`src/design/hjbp_pkg.sv`:
```
`default_nettype none
package hjbp_pkg;

  localparam int BUCKETS_DEF     = 1024;
  localparam int ENTRIES_DEF     = 4096;
  localparam int MAX_MATCHES_DEF = 64;

  localparam int KEY_W = 32;
  localparam int OFF_W = 24;
  localparam int CNT_W = 11;

  typedef enum logic [1:0] {
    CMD_CLEAR = 2'd0,
    CMD_BUILD = 2'd1,
    CMD_PROBE = 2'd2
  } cmd_t;

  localparam logic [1:0] ST_OK        = 2'd0;
  localparam logic [1:0] ST_POOL_FULL = 2'd1;
  localparam logic [1:0] ST_TRUNC     = 2'd2;

  localparam logic [0:0] KIND_ACK   = 1'b0;
  localparam logic [0:0] KIND_MATCH = 1'b1;

  typedef enum logic [3:0] {
    S_IDLE,
    S_CLEAR,
    S_MOD,
    S_BKT_RD,
    S_BKT_WAIT,
    S_BUILD,
    S_PROBE_RD,
    S_PROBE_WAIT,
    S_PROBE_CHK,
    S_FLUSH
  } state_t;

  // controller -> datapath
  typedef struct packed {
    logic load;       // capture request, start modulo
    logic mod_step;   // one restoring-division step
    logic clr_step;   // clear one bucket mark, advance sweep
    logic clr_start;  // reset sweep pointer and counters
    logic bkt_rd;     // read bucket memories at computed bucket
    logic build_wr;   // write entry, link chain, emit ack
    logic ent_rd;     // read entry at walk pointer
    logic ent_chk;    // compare key, maybe emit match, advance
    logic flush;      // emit held match as final
  } ctl_t;

  // datapath -> controller
  typedef struct packed {
    logic mod_done;
    logic clr_done;
    logic used;       // bucket mark of looked-up bucket
    logic at_tail;    // walk pointer equals tail
    logic hit;        // key at walk pointer matches
    logic hold_valid; // a match is held back awaiting the next one
    logic cap_full;   // MAX_MATCHES already emitted
  } sts_t;

endpackage
`default_nettype wire

```
`src/design/hjbp_ctrl.sv`:
```
`default_nettype none
module hjbp_ctrl
  import hjbp_pkg::*;
(
  input  wire logic       clk,
  input  wire logic       rst,
  input  wire logic       start,
  input  wire logic [1:0] command,
  output logic            busy,
  output ctl_t            ctl,
  input  sts_t            sts
);

  state_t state, state_next;
  logic   is_build;
  logic   is_build_next;

  // state register; reset enters the bucket mark sweep
  always_ff @(posedge clk) begin
    if (rst) begin
      state    <= S_CLEAR;
      is_build <= 1'b0;
    end else begin
      state    <= state_next;
      is_build <= is_build_next;
    end
  end

  // next state and commands
  always_comb begin
    state_next    = state;
    is_build_next = is_build;
    ctl           = '0;
    busy          = (state != S_IDLE);
    unique case (state)
      S_IDLE: begin
        if (start) begin
          unique case (command) inside
            CMD_CLEAR: begin
              ctl.clr_start = 1'b1;
              state_next    = S_CLEAR;
            end
            CMD_BUILD, CMD_PROBE: begin
              ctl.load      = 1'b1;
              is_build_next = (command == CMD_BUILD);
              state_next    = S_MOD;
            end
            default: ;
          endcase
        end
      end
      S_CLEAR: begin
        ctl.clr_step = 1'b1;
        if (sts.clr_done) state_next = S_IDLE;
      end
      S_MOD: begin
        ctl.mod_step = 1'b1;
        if (sts.mod_done) state_next = S_BKT_RD;
      end
      S_BKT_RD: begin
        ctl.bkt_rd = 1'b1;
        state_next = S_BKT_WAIT;
      end
      S_BKT_WAIT: begin
        if (is_build)      state_next = S_BUILD;
        else if (sts.used) state_next = S_PROBE_RD;
        else               state_next = S_IDLE;
      end
      S_BUILD: begin
        ctl.build_wr = 1'b1;
        state_next   = S_IDLE;
      end
      S_PROBE_RD: begin
        ctl.ent_rd = 1'b1;
        state_next = S_PROBE_WAIT;
      end
      S_PROBE_WAIT: begin
        state_next = S_PROBE_CHK;
      end
      S_PROBE_CHK: begin
        ctl.ent_chk = 1'b1;
        if (sts.hit && sts.cap_full) state_next = S_IDLE;
        else if (sts.at_tail)        state_next = S_FLUSH;
        else                         state_next = S_PROBE_RD;
      end
      S_FLUSH: begin
        ctl.flush  = 1'b1;
        state_next = S_IDLE;
      end
      default: state_next = S_IDLE;
    endcase
  end

endmodule
`default_nettype wire

```
`config.mk`:
```
export PLATFORM = sky130hd
export DESIGN_NAME = hjbp_ctrl
export DESIGN_NICKNAME = d
export VERILOG_FILES = /design/src/design/hjbp_pkg.sv /design/src/design/hjbp_ctrl.sv
export SDC_FILE = /design/constraint.sdc
export NUM_CORES = 1
export LEC_CHECK = 0
export BUFFER_PORTS_ARGS = -buffer_cell sky130_fd_sc_hd__buf_2
export CORE_AREA = 4 4 41 43
export CTS_CLUSTER_DIAMETER = 200
export DETAILED_ROUTE_END_ITERATION = 16
export DIE_AREA = 0 0 45 47
export PLACE_DENSITY = 0.7
export SLEW_MARGIN = 20
export SYNTH_ARGS = -nofsm -noshare
export SYNTH_HDL_FRONTEND = slang
export SYNTH_SLANG_ARGS = --single-unit
```
`constraint.sdc`:
```
create_clock -name clk -period 3.2 [get_ports clk]
set_input_delay 0.48 -clock clk [delete_from_list [all_inputs] [get_ports clk]]
set_output_delay 0.48 -clock clk [all_outputs]
set_load 0.03 [all_outputs]
```
# ---- Word level (Yosys, flattened, before mapping)
# Index checks and enable logic that the tools add are counted.
dict set report word_totals {
  ff_bits 5
  wordCells 46
}
dict set report classes {
  n_eq_ne 15
  muxes 22
  reduce_logical 7
}
# cell n
set op_table {}
lappend op_table {{$pmux 4 s8} 1}
lappend op_table {{$mux 4} 6}
lappend op_table {{$eq 4x3->1 const B} 4}
lappend op_table {{$mux 1} 13}
lappend op_table {{$eq 4x2->1 const B} 2}
lappend op_table {{$eq 4x4->1 const B} 2}
lappend op_table {{$pmux 4 s2} 1}
lappend op_table {{$ne 2x2->1 const B} 3}
lappend op_table {{$eq 4x1->1 const B} 1}
lappend op_table {{$logic_not 4->1} 1}
lappend op_table {{$reduce_and 4->1} 1}
lappend op_table {{$reduce_bool 4->1} 1}
lappend op_table {{$mux 3} 1}
lappend op_table {{$ne 3x2->1 const B} 1}
lappend op_table {{$reduce_and 3->1} 1}
lappend op_table {{$eq 2x1->1 const B} 1}
lappend op_table {{$eq 2x2->1 const B} 1}
lappend op_table {{$logic_not 2->1} 1}
lappend op_table {{$reduce_or 2->1} 1}
lappend op_table {{$logic_and 1x1->1} 1}

# ---- Depth between registers and ports, before layout
dict set report logic_depth {
  word_depth 5
  depth_mapped 6
  depth_no_buf 6
}

# ---- Least setup slack after synthesis
# No wires, ideal clock.
dict set report synth_timing {
  kind {register to output}
  startpoint {reg state[1]}
  endpoint {out ctl[7] (netlist bit)}
  t_arrival_ns 1.372
  slack_ns 1.348
  path_stages_with_launch 4
  cell_sequence {dfxtp_1 buf_2 nand2b_1 nor3_1}
}
# item line
set synth_rtl {}
lappend synth_rtl {{start, declared} hjbp_ctrl.sv:14} ;# state_t state, state_next;
lappend synth_rtl {{start signal, assigned} hjbp_ctrl.sv:24} ;# state <= state_next;
lappend synth_rtl {{end, declared} hjbp_ctrl.sv:10} ;# output ctl_t ctl,

==> metrics.yaml <==
outcome: "finished clean"
seqPwrFrac_pct: 37.9
vias: 497
slowest_delay_ps: 470
die_w_um: 45
core_um2: 1300
fp.dieArea_um2: 2120
arrival_ps: 1530
fin_nets: 96
drt-vias-per-instance: 5.23
fillers: 146
setup_viol: 0
synth_top_area_share_pct: 21.2
layout_min_cycle_time_ps: 2010
clock_sinks: 5
cts_hold_buf: 0
p_leak_nw: 0.291
gr-total-overflow: 0
cp.required_ps: 2720
maxSlewViolCount: 0
yosysSeqAreaShare_pct: 21.2
multi_input_area_um2: 330
grt_pass1_vias: 433
cts_tree: "built"
regArea_um2: 100
n_antenna_cell: 0
rsz0062_at_grt: "false"
drt_first_iter_violations: 5
tns_ps: 0
gp_congestion: 0.729
syn_area_per_cell_um2: 7.86
num_io_pins: 22
syn-num-nets: 75
start_util_pct: 36.2
worstMarginPinSlew_ps: 545
routed_wl_um: 1110
r2r_start: "state[1]"
hpwl_um: 872
relSlewSlack_pct: 63.6
dr.pass1.iters: 4
cts_buffers: 3
timing.final.crit_share_pct: 62.7
rrSetupSlack_ps: 1650
start_kind: "flip-flop"
ff2ff_path_depth: 4
worst_ir_drop_vdd_uv: 191
synth_async_sr_flop_share_pct: 0
clkSlewWorstSetupHoldPaths_ps: 50
end_kind: "primary output"
path_cells: "nor4_2 -> and3_2 -> buf_2"
yosys_warnings: 0
synth-edff-count: 0
synth_top_cells_by_area: "dfxtp_1 (21%), ha_1 (8.0%), nand2b_1 (8.0%), nor3_1 (4.2%), nor2b_1 (4.0%)"
ys_ff_latch: 5
post-synth-top-area-cell: "dfxtp_1"
p_int_uw: 128
die_height_um: 47
hold_class: "in -> reg"
final_core_util_pct: 45.4
clk-insertion-delay-late_ps: 240
drive_gt1_share_pct: 33.8
grt_max_degree: 17
fin_skew_ps: 4.62
max_cap_viol_count: 0
route.detailed.drc: 0
netSwitchingPower_uw: 52.3
path_max_fanout: 16
cp_num_buf_inv: 1
cp_slowest_cell: "dfxtp_1"
wl_per_cell_um: 11.7
antenna_found_initial: 0
rows: 13
root_buffer: "clkbuf_4"
clock_path_buffers: 2
final_antenna_net_count: 0
max_freq_ghz: 0.498
path_delay_family: "simple AND/OR/NAND/NOR gates"
pwr-share-clk_pct: 41.3
cts_resized: 0
track_usage_pct: 11.2
hold_viol: 0
io_buffers: 20
synth_area_um2: 472
area_growth_pct: 25.2
reg2reg_to: "state[0]"
post_dp_cell_area_um2: 564
grt_pass1_wl_um: 1750
cp.depth: 3
fin_area_um2: 591
cp-startpoint: "state[1]"
p_sw_share_pct: 29.0
h-tree-depth: 1
yosysUniqueCellTypes: 30
syn_inst: 60
worstSetupEndpoint: "ctl[8]"
p_per_area_nw_per_um2: 305
worstSetupPathType: "reg -> out"
ys.flop_type: "dfxtp_1"
cts_setup_buffers: 0
combPwrFrac_pct: 20.8
## placed cells by master, fill, tap and decap left out, drive strengths merged
cell type and count:
a21bo 1, nor3b 1, nand3b 1, o21bai 1, o21ai 1, nand2 3, inv 4, a221o 1
nand2b 6, ha 3, nor4 1, o31ai 1, a21oi 3, clkbuf 4, nor2 4, a211oi 1
nand3 1, o22ai 2, nor2b 3, nand4b 1, dfxtp 5, o311ai 1, buf 20, or2 1
and3 3, nor4b 1, and2 1, mux2i 1, nor3 4
## sequential cells by signal (all words and copies together), names as in the netlist
register  count
is_build      1
state         4
## cell families (layout without fill, tap and decap cells)
kind of cell	count (synthesis)	in the layout	synth area share, %
multiplexers	1	1	2.12
flip-flops	5	5	21.2
buffers and inverters	8	28	8.75
adder cells (fa/ha/maj)	3	3	7.96
AO/OA/AOI/OAI	12	12	19.4
AND/OR/NAND/NOR	31	31	40.6
## worst min-delay path by stage
stage	startpoint	to	slack (ps)	depth (start not counted)
6_report	rst	state[3]	460	2
5_1_grt	rst	state[2]	460	2
3_5_place_dp	is_build	is_build	520	2
4_1_cts	rst	state[3]	470	2
2_1_floorplan	is_build	is_build	490	2
3_3_place_gp	is_build	is_build	510	2
## metrics by stage
| step | std cells | hold slack (ps) | power, mW | setup WS (ps) |
|---|---|---|---|---|
| 2_1_floorplan | 60 | 485 | 0.0933 | 1350 |
| 3_3_place_gp | 91 | 513 | 0.106 | 1440 |
| 3_5_place_dp | 91 | 522 | 0.107 | 1390 |
| 4_1_cts | 95 | 465 | 0.182 | 1210 |
| 5_1_grt | 95 | 464 | 0.192 | 1100 |
| 6_report | 95 | 464 | 0.180 | 1190 |
## cell usage after synthesis (2+ instances only)
master	count
nand2b_1	6
dfxtp_1	5
inv_1	4
nor2_1	4
nor3_1	4
a21oi_1	3
buf_2	3
ha_1	3
nand2_1	3
nor2b_1	3
and3_1	2
o22ai_1	2
## layer usage
layer	vias to the layer above	GRT usage [%]	share of wire [%]
met5	-	0	0
met4	0	1.75	0
met3	0	3.45	9.1
met2	19	18.6	48
met1	225	14.6	43
li1	253	-	-
## cell type report
type / instances / share of cell area [%]
flip-flops and latches: 5 / 16.9
inverters: 4 / 2.54
repair buffers: 20 / 16.9
well taps: 15 / 3.18
multi-input cells: 47 / 55.9
clock buffers: 4 / 4.45
## power by group through the flow
| stage | combinational (mW) | clock [mW] | sequential (mW) |
|---|---|---|---|
| after CTS | 0.0378 | 0.0758 | 0.0683 |
| after detailed placement | 0.0377 | 0 | 0.0695 |
| after global placement | 0.0364 | 0 | 0.0693 |
| final | 0.0373 | 0.0744 | 0.0682 |
| after floorplan | 0.0272 | 0 | 0.0661 |
| after global routing | 0.0422 | 0.0810 | 0.0685 |
No activity file was read; power rests on OpenSTA's default activity.
